File: src/sv/sfdd_pkg.sv
package sfdd_pkg;

  // sync pair, shortest legal frame and reset minimum frame length
  localparam logic [7:0] SYNC_FIRST     = 8'hAA;
  localparam logic [7:0] SYNC_SECOND    = 8'h55;
  localparam logic [7:0] SHORTEST_FRAME = 8'd6;
  localparam logic [7:0] MIN_BYTES_RST  = 8'd11;

  // frame positions of the captured bytes
  localparam logic [7:0] POS_LENGTH    = 8'd2;
  localparam logic [7:0] POS_COMMAND   = 8'd3;
  localparam logic [7:0] POS_DATA_HIGH = 8'd4;
  localparam logic [7:0] POS_DATA_LOW  = 8'd5;

  // command codes
  localparam logic [7:0] CMD_LIGHT  = 8'd0;
  localparam logic [7:0] CMD_BUTTON = 8'd1;

  // result kinds
  localparam logic [1:0] KIND_LIGHT  = 2'd0;
  localparam logic [1:0] KIND_BUTTON = 2'd1;
  localparam logic [1:0] KIND_OTHER  = 2'd2;
  localparam logic [1:0] KIND_SHORT  = 2'd3;

  // one decoded frame
  typedef struct packed {
    logic [1:0]  kind;
    logic [7:0]  command;
    logic [10:0] light_integer;
    logic [3:0]  light_fraction;
    logic        motion;
    logic [7:0]  button_event;
    logic [7:0]  frame_length;
    logic [15:0] frame_seq;
  } result_t;

endpackage

File: src/sv/sfdd_deframer.sv
module sfdd_deframer (
  input  logic                    clk,
  input  logic                    rst_n,
  input  logic                    byte_valid,
  input  logic [7:0]              rx_byte,
  input  logic [7:0]              min_frame_bytes,
  output logic                    res_valid,
  output sfdd_pkg::result_t       res
);
  import sfdd_pkg::*;

  // hunt state codes
  localparam logic [1:0] HUNT_IDLE  = 2'd0;
  localparam logic [1:0] HUNT_SYNC  = 2'd1;
  localparam logic [1:0] HUNT_FRAME = 2'd2;

  logic [1:0]  hunt_r, hunt_nxt;
  logic [7:0]  pos_r, pos_nxt;
  logic [7:0]  length_r, length_nxt;
  logic [7:0]  command_r, command_nxt;
  logic [7:0]  data_hi_r, data_hi_nxt;
  logic [7:0]  data_lo_r, data_lo_nxt;
  logic [15:0] frame_cnt_r, frame_cnt_nxt;
  logic [8:0]  count;
  logic [7:0]  min_eff;
  logic [7:0]  need;
  logic        done;
  logic [15:0] data_word;

  // bytes counted from sync needed before release
  assign count   = {1'b0, pos_r} + 9'd1;
  assign min_eff = (min_frame_bytes < SHORTEST_FRAME) ? SHORTEST_FRAME : min_frame_bytes;
  assign need    = (length_nxt > min_eff) ? length_nxt : min_eff;

  // sync hunt, byte capture and frame release
  always_comb begin
    hunt_nxt      = hunt_r;
    pos_nxt       = pos_r;
    length_nxt    = length_r;
    command_nxt   = command_r;
    data_hi_nxt   = data_hi_r;
    data_lo_nxt   = data_lo_r;
    frame_cnt_nxt = frame_cnt_r;
    done          = 1'b0;
    if (byte_valid) begin
      case (hunt_r)
        HUNT_SYNC: begin
          if (rx_byte == SYNC_SECOND) begin
            hunt_nxt = HUNT_FRAME;
            pos_nxt  = POS_LENGTH;
          end else if (rx_byte != SYNC_FIRST) begin
            hunt_nxt = HUNT_IDLE;
          end
        end
        HUNT_FRAME: begin
          if (pos_r == POS_LENGTH)    length_nxt  = rx_byte;
          if (pos_r == POS_COMMAND)   command_nxt = rx_byte;
          if (pos_r == POS_DATA_HIGH) data_hi_nxt = rx_byte;
          if (pos_r == POS_DATA_LOW)  data_lo_nxt = rx_byte;
          if (count < {1'b0, need}) begin
            pos_nxt = count[7:0];
          end else begin
            hunt_nxt      = HUNT_IDLE;
            pos_nxt       = 8'd0;
            frame_cnt_nxt = frame_cnt_r + 16'd1;
            done          = 1'b1;
          end
        end
        default: begin
          // unused code behaves as hunting
          hunt_nxt = (rx_byte == SYNC_FIRST) ? HUNT_SYNC : HUNT_IDLE;
          pos_nxt  = 8'd0;
        end
      endcase
    end
  end

  // decode of the frame being released
  assign data_word = {data_hi_nxt, data_lo_nxt};

  always_comb begin
    res                = '0;
    res.command        = command_nxt;
    res.frame_length   = length_nxt;
    res.frame_seq      = frame_cnt_nxt;
    if (length_nxt < SHORTEST_FRAME) begin
      res.kind = KIND_SHORT;
    end else if (command_nxt == CMD_LIGHT) begin
      res.kind           = KIND_LIGHT;
      res.light_integer  = data_word[15:5];
      res.light_fraction = data_word[4:1];
      res.motion         = data_lo_nxt[0];
    end else if (command_nxt == CMD_BUTTON) begin
      res.kind         = KIND_BUTTON;
      res.button_event = data_lo_nxt;
    end else begin
      res.kind = KIND_OTHER;
    end
  end

  assign res_valid = done;

  // state registers
  always_ff @(posedge clk) begin
    if (!rst_n) begin
      hunt_r      <= HUNT_IDLE;
      pos_r       <= 8'd0;
      length_r    <= 8'd0;
      command_r   <= 8'd0;
      data_hi_r   <= 8'd0;
      data_lo_r   <= 8'd0;
      frame_cnt_r <= 16'd0;
    end else begin
      hunt_r      <= hunt_nxt;
      pos_r       <= pos_nxt;
      length_r    <= length_nxt;
      command_r   <= command_nxt;
      data_hi_r   <= data_hi_nxt;
      data_lo_r   <= data_lo_nxt;
      frame_cnt_r <= frame_cnt_nxt;
    end
  end

  // a released frame always returns to hunting
  a_release_idle: assert property (@(posedge clk) disable iff (!rst_n)
    res_valid |=> (hunt_r == HUNT_IDLE && pos_r == 8'd0))
    else $error("frame release did not return to hunting");

  // frame counter moves only with a release
  a_cnt_stable: assert property (@(posedge clk) disable iff (!rst_n)
    !res_valid |=> $stable(frame_cnt_r))
    else $error("frame counter changed without a release");

  // position is zero outside a frame
  a_pos_idle: assert property (@(posedge clk) disable iff (!rst_n)
    (hunt_r != HUNT_FRAME) |-> (pos_r == 8'd0))
    else $error("byte position set outside a frame");

  // inside a frame the sync pair is behind us
  a_pos_frame: assert property (@(posedge clk) disable iff (!rst_n)
    (hunt_r == HUNT_FRAME) |-> (pos_r >= POS_LENGTH))
    else $error("byte position below length byte inside frame");

endmodule

File: src/sv/sfdd_out_buf.sv
module sfdd_out_buf (
  input  logic                    clk,
  input  logic                    rst_n,
  input  logic                    push,
  input  sfdd_pkg::result_t       push_data,
  output logic                    space,
  output logic                    out_valid,
  input  logic                    out_ready,
  output sfdd_pkg::result_t       out_data
);
  import sfdd_pkg::*;

  logic    main_valid_r, main_valid_nxt;
  logic    skid_valid_r, skid_valid_nxt;
  result_t main_r, main_nxt;
  result_t skid_r, skid_nxt;
  logic    pop;

  assign pop       = main_valid_r && out_ready;
  assign space     = !skid_valid_r;
  assign out_valid = main_valid_r;
  assign out_data  = main_r;

  // output word plus one skid word
  always_comb begin
    main_valid_nxt = main_valid_r;
    skid_valid_nxt = skid_valid_r;
    main_nxt       = main_r;
    skid_nxt       = skid_r;
    if (!main_valid_r) begin
      main_valid_nxt = push;
      main_nxt       = push_data;
    end else if (pop) begin
      if (skid_valid_r) begin
        main_nxt       = skid_r;
        skid_valid_nxt = push;
        skid_nxt       = push_data;
      end else begin
        main_valid_nxt = push;
        main_nxt       = push_data;
      end
    end else if (push) begin
      skid_valid_nxt = 1'b1;
      skid_nxt       = push_data;
    end
  end

  always_ff @(posedge clk) begin
    if (!rst_n) begin
      main_valid_r <= 1'b0;
      skid_valid_r <= 1'b0;
    end else begin
      main_valid_r <= main_valid_nxt;
      skid_valid_r <= skid_valid_nxt;
    end
  end

  always_ff @(posedge clk) begin
    main_r <= main_nxt;
    skid_r <= skid_nxt;
  end

  // skid word never sits behind an empty output
  a_skid_order: assert property (@(posedge clk) disable iff (!rst_n)
    skid_valid_r |-> main_valid_r)
    else $error("skid word held with empty output register");

endmodule

File: src/sv/sensor_frame_deframer_decoder_top.sv
// channel   signals                                   direction
// in        in_valid in_ready in_rx_byte              byte in
// out       out_valid out_ready out_kind .. out_frame_seq   decoded frame out
// cfg       cfg_valid cfg_ready cfg_min_frame_bytes   minimum frame length
//
// one byte accepted per cycle while in_ready is high; a released frame is registered in the output buffer before out
// the sync hunt and byte capture are combinational between state regs and the output buffer regs
// a two-word output buffer keeps in_ready high while one result waits
// in_ready drops only with both output words full; cfg_ready is always high
// rst_n is synchronous: hunting restarts, counter zero, minimum back to 11
module sensor_frame_deframer_decoder_top (
  input  logic        clk,
  input  logic        rst_n,
  input  logic        in_valid,
  output logic        in_ready,
  input  logic [7:0]  in_rx_byte,
  output logic        out_valid,
  input  logic        out_ready,
  output logic [1:0]  out_kind,
  output logic [7:0]  out_command,
  output logic [10:0] out_light_integer,
  output logic [3:0]  out_light_fraction,
  output logic        out_motion,
  output logic [7:0]  out_button_event,
  output logic [7:0]  out_frame_length,
  output logic [15:0] out_frame_seq,
  input  logic        cfg_valid,
  output logic        cfg_ready,
  input  logic [7:0]  cfg_min_frame_bytes
);
  import sfdd_pkg::*;

  logic       in_fire;
  logic [7:0] min_bytes_r;
  logic       res_valid;
  result_t    res;
  result_t    out_word;
  logic       space;

  assign in_fire   = in_valid && in_ready;
  assign in_ready  = space;
  assign cfg_ready = 1'b1;

  // configuration register
  always_ff @(posedge clk) begin
    if (!rst_n) begin
      min_bytes_r <= MIN_BYTES_RST;
    end else if (cfg_valid) begin
      min_bytes_r <= cfg_min_frame_bytes;
    end
  end

  sfdd_deframer u_deframer (
    .clk             (clk),
    .rst_n           (rst_n),
    .byte_valid      (in_fire),
    .rx_byte         (in_rx_byte),
    .min_frame_bytes (min_bytes_r),
    .res_valid       (res_valid),
    .res             (res)
  );

  sfdd_out_buf u_out_buf (
    .clk       (clk),
    .rst_n     (rst_n),
    .push      (res_valid),
    .push_data (res),
    .space     (space),
    .out_valid (out_valid),
    .out_ready (out_ready),
    .out_data  (out_word)
  );

  // result word fields
  assign out_kind           = out_word.kind;
  assign out_command        = out_word.command;
  assign out_light_integer  = out_word.light_integer;
  assign out_light_fraction = out_word.light_fraction;
  assign out_motion         = out_word.motion;
  assign out_button_event   = out_word.button_event;
  assign out_frame_length   = out_word.frame_length;
  assign out_frame_seq      = out_word.frame_seq;

endmodule
File: config.mk
export PLATFORM = sky130hd
export DESIGN_NAME = sensor_frame_deframer_decoder_top
export DESIGN_NICKNAME = d
export VERILOG_FILES = /design/src/sv/sfdd_pkg.sv /design/src/sv/sfdd_deframer.sv /design/src/sv/sfdd_out_buf.sv /design/src/sv/sensor_frame_deframer_decoder_top.sv
export SDC_FILE = /design/constraint.sdc
export NUM_CORES = 1
export LEC_CHECK = 0
export BUFFER_PORTS_ARGS = -buffer_cell sky130_fd_sc_hd__buf_2
export CORE_ASPECT_RATIO = 0.5
export CORE_UTILIZATION = 50
export DETAILED_ROUTE_END_ITERATION = 16
export PLACE_DENSITY = 0.72
export SLEW_MARGIN = 20
export SYNTH_ARGS = -nofsm -noshare
export SYNTH_HDL_FRONTEND = slang
export SYNTH_HIERARCHICAL = 1
export SYNTH_SLANG_ARGS = --single-unit
File: constraint.sdc
create_clock -name clk -period 8.8 [get_ports clk]
set_input_delay 1.76 -clock clk [delete_from_list [all_inputs] [get_ports clk]]
set_output_delay 1.76 -clock clk [all_outputs]
set_load 0.1 [all_outputs]
* Word level (Yosys, flattened, before mapping)
Index checks and enable logic that the tools add are counted.
Operators by class: eq/ne operators 15, reductions and logical operators 9, add/subtract/negate cells 2, multiplexer cells 47, magnitude comparators 4
Operators by type and width (count):
- $mux 58 | 6
- $mux 8 | 18
- $mux 16 | 4
- $mux 24 | 1
- $add 16x1->16 const B | 1
- $eq 8x2->1 const B | 2
- $eq 8x3->1 const B | 2
- $lt 8x3->1 const B | 2
- $pmux 8 s2 | 1
- $mux 2 | 6
- $mux 1 | 10
- $add 8x1->9 const B | 1
- $lt 9x8->1 | 1
- $eq 8x1->1 const B | 1
- $eq 8x7->1 const B | 1
- $eq 8x8->1 const B | 1
- $gt 8x8->1 | 1
- $logic_not 8->1 | 1
- $ne 8x8->1 const B | 1
- $reduce_and 3->1 | 2
- $ne 2x1->1 const B | 2
- $ne 2x2->1 const B | 2
- $pmux 2 s2 | 1
- $reduce_and 2->1 | 2
- 6 further kinds | 7
Storage, ports and cells: bits in registers 184, input bits 21, output and inout port bits 61, logic and storage cells 103

* Depth between registers and ports, before layout
Gate-level depths: netlist (run 1).
depth in word-level cells 13, depth in mapped cells 27

* Cells and area by module
The synthesis (run 1) kept the hierarchy.
Modules (own cells, without submodules):
- sfdd_out_buf | area an instance 4371.7 um^2, cells an instance 193, instances 1
- sfdd_deframer | area an instance 3592.2 um^2, cells an instance 429, instances 1
- sensor_frame_deframer_decoder_top | area an instance 311.5 um^2, cells an instance 28, instances 1

* Worst setup path after synthesis (run 1)
OpenSTA, ideal clock, no wires.
path kind input-to-reg, start input in_valid, end register u_out_buf/skid_r[0] (netlist name) (enable), cell stages on the path 23, buffers on the path 3, arrival 7.900 ns, library setup time 0.481 ns, path slack 0.419 ns, path through and2_1 -> and4bb_2 -> nand4b_4 -> mux2i_1 -> inv_1 -> ha_1 -> nor2b_1 -> o211ai_1 -> a21oi_1 -> nor2_1 -> clkbuf_1 -> o21ai_0 -> ha_1 -> nand2_1 -> nor2_1 -> a211oi_1 -> o221ai_1 -> a21oi_2 -> buf_6 -> buf_2 -> nor2_1 -> mux2i_1 -> nor2b_1
RTL lines:
- start: declaration | line sensor_frame_deframer_decoder_top.sv:14 | input logic in_valid,
- end signal: assignment | line sfdd_out_buf.sv:60 | skid_r <= skid_nxt;
- end: declaration | line sfdd_out_buf.sv:16 | result_t skid_r, skid_nxt;

==> reports/qor.csv, run 1 <==
metric,value,unit
outcome,finished clean,
synth-compound-area-share,4.536,%
post_cts_buffers,0,
rsz0062_at_grt,no,
final.min_clock_period,7.192,ns
core.rowCount,32,
worstPathRequired,8.88,ns
grt_pass1_wl,25.65,mm
r2r_start,u_out_buf/skid_valid_r,
cp-start-kind,input port,
hold_slack,0.4744,ns
tns,0,ns
place_ws,1.301,ns
drive_gt1_share,27.53,%
cp_max_fo,31,
slew_headroom,37.78,%
min_period_over_period,81.73,%
p_clk_share,43.7,%
grt-ovfl-total,0,
max_freq,0.1390,GHz
cts_root_buf,clkbuf_16,
drc,0,
crit_path_end_kind,flop,
die-area,0.01710,sq mm
comb_power_share,2.3,%
finClkSkew,0.01421,ns
netlist.area_leader.share,42.09,%
drtAntennaViolNets,0,
sw_frac_of_total,21.54,%
synthArstFlopShare,0,%
routedWlPerCell,16.33,um
fin_cells,962,
cts.sinks,184,
synthDistinctLibCells,61,
finalHoldViolCount,0,
clk_latency,0.42,ns
synth_ff_type,edfxtp_1,
synthAdderAreaFrac,3.326,%
diodes,0,
clock_path_buffers,2,
synth_area,0.008275,sq mm
io_pins,82,
ir_worst_vdd,0.1199,mV
core_area,0.01578,sq mm
worst_slack,1.608,ns
drv_slew,0,
fin_area,0.009428,sq mm
grt_antenna_before_repair,0,
synth_fp_nets,693,
synth-seq-cells,184,
rrSetupSlack,2.50,ns
worstPathArrival,7.27,ns
ys_top_cells_by_area,"edfxtp_1 42%, dfxtp_1 16%, mux2_2 6.3%, mux2i_1 5.3%, mux2_4 3.6%",
synth_top_family_by_area,multiplexers,
grt_use_total,19.54,%
cts_buffers,17,
hold_path.startpoint,min_bytes_r[0],
worstMarginPinSlew,0.9313,ns
die_w,183.9,um
wl,15.71,mm
cts_tree,built,
p_leak,4.269,nW
initial_core_util,52.46,%
syn_inst,650,
num_vias,5175,
cellPowerDensity,178.6,mW/mm^2
hold_buffers,0,
synthMuxAreaShare,15.38,%
synthSimpleGateAreaFrac,13.73,%
first_global_vias,5188,
setup_viol,0,
synth-edff-count,116,
die_height,92.97,um
dp_cells,930,
placed_area,0.008853,sq mm
io_buffers,80,
r2r.worst_path.cells,22,
hold_end,min_bytes_r[0],
min_path_type,flop to flop,
gp_congestion,0.8049,
htreeDepth,4,
area_growth,13.92,%
clkTransAtPathRegs,0.07,ns
r2r_end,u_out_buf/skid_r[47],
power_frac_seq,54.0,%
yosysSeqAreaShare,58.54,%
synth-xor-area-share,1.588,%
p_sw,362.7,uW
nNetsFinal,771,
synth_top_area_cell,edfxtp_1,
drt_pass1_iterations,5,
grt_start_max_net_pins,51,
vias_per_cell,5.379,
crit_type,input port to flop,
hold_depth,2,
cts_resized,0,
ys_warn_count,6,
p_int,1.321,mW
first_iter_violations,328,
syn_avg_cell_area,12.73,sq um
dpl.hpwl,10.26,mm
drv_cap,0,
[kinds of logic after synthesis]
| kind of cell | count (synthesis) |
|---|---|
| simple gates | 210 |
| flops | 184 |
| mux | 111 |
| compound gates | 58 |
| buf+inv | 49 |
| fa+ha+maj | 22 |
| xor+xnor | 15 |
| other cells | 1 |
[critical path, cell delays in order]
cell and delay (ns):
buf_2 0.09, and2_1 0.21, and4bb_2 0.34, nand4b_4 0.21
mux2i_1 0.29, inv_1 0.13, ha_1 0.33, nor2b_1 0.14
o211ai_1 0.16, a21oi_1 0.16, nor2_1 0.57, o21ai_0 0.19
ha_1 0.35, nand3_1 0.11, nor2_1 0.16, o31a_1 0.19
a21oi_2 0.06, buf_4 0.24, nor2_1 0.23, mux2i_1 0.15
nor2b_4 0.74, buf_4 0.47
[layout make-up]
class | count | area, sq um
clock buffer | 19 | 432.9
clock inverter | 13 | 141.4
fill | 1287 | 6347
inverter | 22 | 82.58
multi-input combinational | 417 | 3204
sequential | 184 | 4845
tap | 221 | 276.5
timing repair buffer | 86 | 445.4
[placed cells by master (no fill, tap or decap), types with 6 or more instances in the layout]
| master | Yosys | final |
|---|---|---|
| mux2_4 | 20 | 20 |
| and2_1 | 12 | 12 |
| nand2_1 | 43 | 43 |
| nand4_1 | 9 | 9 |
| dfxtp_1 | 68 | 68 |
| and3_1 | 7 | 7 |
| o21ai_0 | 12 | 12 |
| nand2b_1 | 10 | 9 |
| edfxtp_1 | 116 | 116 |
| buf_4 | 1 | 6 |
| clkbuf_16 | 0 | 17 |
| a21oi_1 | 20 | 20 |
| nor2_1 | 67 | 67 |
| mux2i_1 | 44 | 44 |
| nor3_2 | 6 | 6 |
| nand3_1 | 16 | 16 |
| inv_1 | 20 | 20 |
| ha_1 | 22 | 22 |
| xor2_1 | 11 | 11 |
| buf_2 | 9 | 80 |
| mux2_2 | 46 | 46 |
| nor2b_1 | 9 | 8 |
[registers in the layout, indices dropped and copies added, names as in the netlist]
name and count:
u_deframer/frame_cnt_r 16, u_out_buf/out_data 58, u_deframer/command_r 8, u_deframer/data_lo_r 8
u_deframer/pos_r 8, u_out_buf/out_valid 1, min_bytes_r 8, u_out_buf/skid_valid_r 1
u_deframer/hunt_r 2, u_deframer/data_hi_r 8, u_out_buf/skid_r 58, u_deframer/length_r 8
[synth_stat cells (2+ instances only)]
master	instances
nor2b_1	9
a221o_1	2
nor2_1	67
mux2i_1	44
o211ai_1	2
and4_1	2
edfxtp_1	116
nor4bb_1	2
nor4b_2	2
ha_1	22
a21boi_0	2
nand2_1	43
nand2b_1	10
a22o_1	3
nor3_2	6
a21oi_1	20
dfxtp_1	68
mux2_4	20
xnor2_1	4
nand3_1	16
nor3_1	3
inv_2	2
or4_1	5
inv_1	20
and2_1	12
and3_1	7
nor4_1	2
nor4_2	2
o21a_1	3
nand4_1	9
o31ai_1	5
clkbuf_1	12
o21ai_0	12
or3_1	2
mux2_2	46
buf_2	9
xor2_1	11
buf_6	5
[power groups by stage]
| stage | Clock (mW) | Combinational [mW] | Sequential (mW) |
|---|---|---|---|
| 6_report | 0.736 | 0.0391 | 0.909 |
| 5_1_grt | 0.788 | 0.0432 | 0.909 |
| 4_1_cts | 0.755 | 0.0390 | 0.909 |
| 3_5_place_dp | 0 | 0.0387 | 0.929 |
| 3_3_place_gp | 0 | 0.0375 | 0.929 |
| 2_1_floorplan | 0 | 0.0247 | 0.928 |
[routing by layer]
metal | up-vias | GRT usage [%] | part of all wire [%]
li1 | 2511 | - | -
met1 | 2519 | 25.91 | 47
met2 | 127 | 32.13 | 48
met3 | 18 | 4.283 | 4.5
met4 | 0 | 6.181 | 1.4
met5 | - | 0 | 0
[per-stage QoR]
| step | utilization [%] | total power, mW |
|---|---|---|
| 2_1_floorplan | - | 0.9527 |
| 3_3_place_gp | 56.12 | 0.9661 |
| 3_5_place_dp | 56.12 | 0.9672 |
| 4_1_cts | 59.76 | 1.703 |
| 5_1_grt | 59.76 | 1.740 |
| 6_report | 59.76 | 1.684 |
[how the worst max path moves through the flow]
stage / startpoint / to / slack (ns)
after floorplan: in_valid / u_out_buf/skid_r[0] / 0.42
final: in_valid / u_out_buf/skid_r[47] / 1.61
after global routing: in_valid / u_out_buf/skid_r[2] / 1.12
after CTS: in_valid / u_out_buf/skid_r[2] / 1.69
after detailed placement: in_valid / u_out_buf/skid_r[47] / 1.30
after global placement: in_valid / u_out_buf/skid_r[47] / 1.56
No activity file was read; power rests on OpenSTA's default activity.
==> run 2: changes to the inputs <==
Settings changed: PLACE_DENSITY 0.72 to 0.69.
Clock period 8.8 ns to 6.9 ns, I/O delays scaled along.
==> run 2 against run 1 <==
Against the previous run:
- combinational power increased by 25%
- clock skew decreased by 0.0019 ns
- cell count decreased by 0.21%
- total power increased by 28%
- sequential share of layout area decreased by 0.055 points
- critical endpoint is now u_out_buf/skid_r[15]
==> reports/qor.csv, run 2 (synthesis results as in run 1) <==
metric,value,unit,change
final_common_cell,edfxtp_1,,
dp_cells,928,,-0.22%
cp-start-kind,input port,,
max_freq,0.1625,GHz,
cts_root_buf,clkbuf_16,,
power,2.163,mW,+28%
wl,15.64,mm,-0.43%
cts_buffers,17,,unchanged
ir_worst_vdd,0.1622,mV,+35%
final_cell_mix,"116 x edfxtp_1, 80 x buf_2, 68 x dfxtp_1",,
io_pins,82,,unchanged
worstMarginPinSlew,0.9057,ns,-0.02559 ns
clock_path_buffers,2,,unchanged
final.min_clock_period,6.154,ns,
htreeDepth,4,,unchanged
routedWlPerCell,16.29,um,-0.23%
cts_resized,0,,unchanged
io_buffers,80,,unchanged
finClkSkew,0.01227,ns,-0.001938 ns
dpl.hpwl,10.02,mm,-2.4%
clkTransAtPathRegs,0.07,ns,about the same
vias_per_cell,5.284,,-1.8%
die_w,183.9,um,unchanged
worstPathArrival,6.29,ns,-0.98 ns
finalHoldViolCount,0,,unchanged
first_iter_violations,271,,-17%
worstPathRequired,7.03,ns,-1.85 ns
area_growth,14.05,%,
core_area,0.01578,sq mm,unchanged
grt_antenna_before_repair,0,,unchanged
gp_congestion,0.8017,,-0.40%
grt-ovfl-total,0,,unchanged
cts.sinks,184,,unchanged
clk_latency,0.43,ns,about the same
crit_type,input port to flop,,
min_period_over_period,89.18,%,
drc,0,,unchanged
drive_gt1_share,27.47,%,-0.061 points
cp-startpoint,in_valid,,
hold_path.startpoint,u_deframer/frame_cnt_r[5],,
drtAntennaViolNets,0,,unchanged
cts_tree,built,,
drv_cap,0,,unchanged
outcome,finished clean,,
setup_viol,0,,unchanged
cellPowerDensity,229.1,mW/mm^2,+28%
die-area,0.01710,sq mm,unchanged
nNetsFinal,769,,-0.26%
slew_headroom,39.62,%,+1.8 points
r2r_start,u_out_buf/skid_valid_r,,
drt_pass1_iterations,5,,unchanged
grt_pass1_wl,25.03,mm,-2.4%
tns,0,ns,unchanged
p_leak,4.271,nW,about the same
crit_path_end_kind,flop,,
rsz0062_at_grt,no,,
num_vias,5073,,-2.0%
drv_slew,0,,unchanged
cp_max_fo,58,,+87%
grt_start_max_net_pins,59,,+16%
finish.utilization,59.83,%,+0.064 points
diodes,0,,unchanged
hold_buffers,0,,unchanged
die_height,92.97,um,unchanged
initial_core_util,52.46,%,unchanged
min_path_type,flop to flop,,
grt_use_total,19.31,%,-0.23 points
fin_cells,960,,-0.21%
post_cts_buffers,0,,unchanged
core.rowCount,32,,unchanged
first_global_vias,4928,,-5.0%
==> run 2: cell count changes in the layout (fill, tap and decap cells not counted) <==
cell	change
buf_12	+1
clkbuf_1	-1
bufinv_16	-1
buf_4	-3
clkinv_4	+2
clkinv_8	+3
clkinvlp_4	-2
clkinv_2	-1
==> run 2: layer usage <==
metal,track usage (%),share of wire (%),up-vias
met4,6.181,0.95,0
li1,-,-,2522
met2,30.27,46,95
met5,0,0,-
met3,5.023,3.7,12
met1,26.25,50,2444
==> run 2: through the flow <==
stage | hold slack, ns | worst slack (ns) | area, sq um
6_report | 0.4748 | 0.7465 | 9438
3_3_place_gp | 0.4602 | 0.6265 | 8851
3_5_place_dp | 0.4699 | 0.3956 | 8851
4_1_cts | 0.4795 | 0.8397 | 9438
5_1_grt | 0.4889 | 0.3325 | 9438
2_1_floorplan | 0.4331 | 0.01201 | 8278
==> run 2: cell type report <==
cell class	instances	area, sq um
clock inverter	14	157.7
timing repair buffer	84	442.9
tap	221	276.5
multi-input combinational	417	3204
fill	1302	6337
inverter	22	82.58
sequential	184	4845
clock buffer	18	429.2
==> run 2: critical path, cell delays in order <==
cell and delay (ns):
buf_2 0.08, and2_1 0.21, and4bb_2 0.34, nand4b_4 0.22, mux2i_1 0.33, inv_1 0.16, ha_1 0.33, nand4_1 0.12
o21a_1 0.23, nor2_1 0.52, o21ai_0 0.21, ha_1 0.32, a21oi_1 0.14, nor2_1 0.06, a211oi_1 0.23, o221ai_1 0.15
a21oi_2 0.12, buf_4 0.34, nor2_1 0.14, mux2i_1 0.28, nor2b_4 0.07, buf_12 0.19
==> run 2: power breakdown <==
part / leakage [nW] / total [mW] / switching [mW] / internal, mW
sequential: 1.89 / 1.16 / 0.00236 / 1.16
combinational: 2.10 / 0.0488 / 0.0319 / 0.0170
clock: 0.278 / 0.954 / 0.470 / 0.484
total: 4.27 / 2.16 / 0.504 / 1.66
==> run 2: worst paths after layout <==
check                                   end  slack, ns  depth (start not counted)
setup / recovery       u_out_buf/skid_r[15]       0.75                         22
hold / removal    u_deframer/frame_cnt_r[5]       0.47                          2
setup reg to reg       u_out_buf/skid_r[15]       1.24                         22
hold reg to reg   u_deframer/frame_cnt_r[5]       0.47                          2
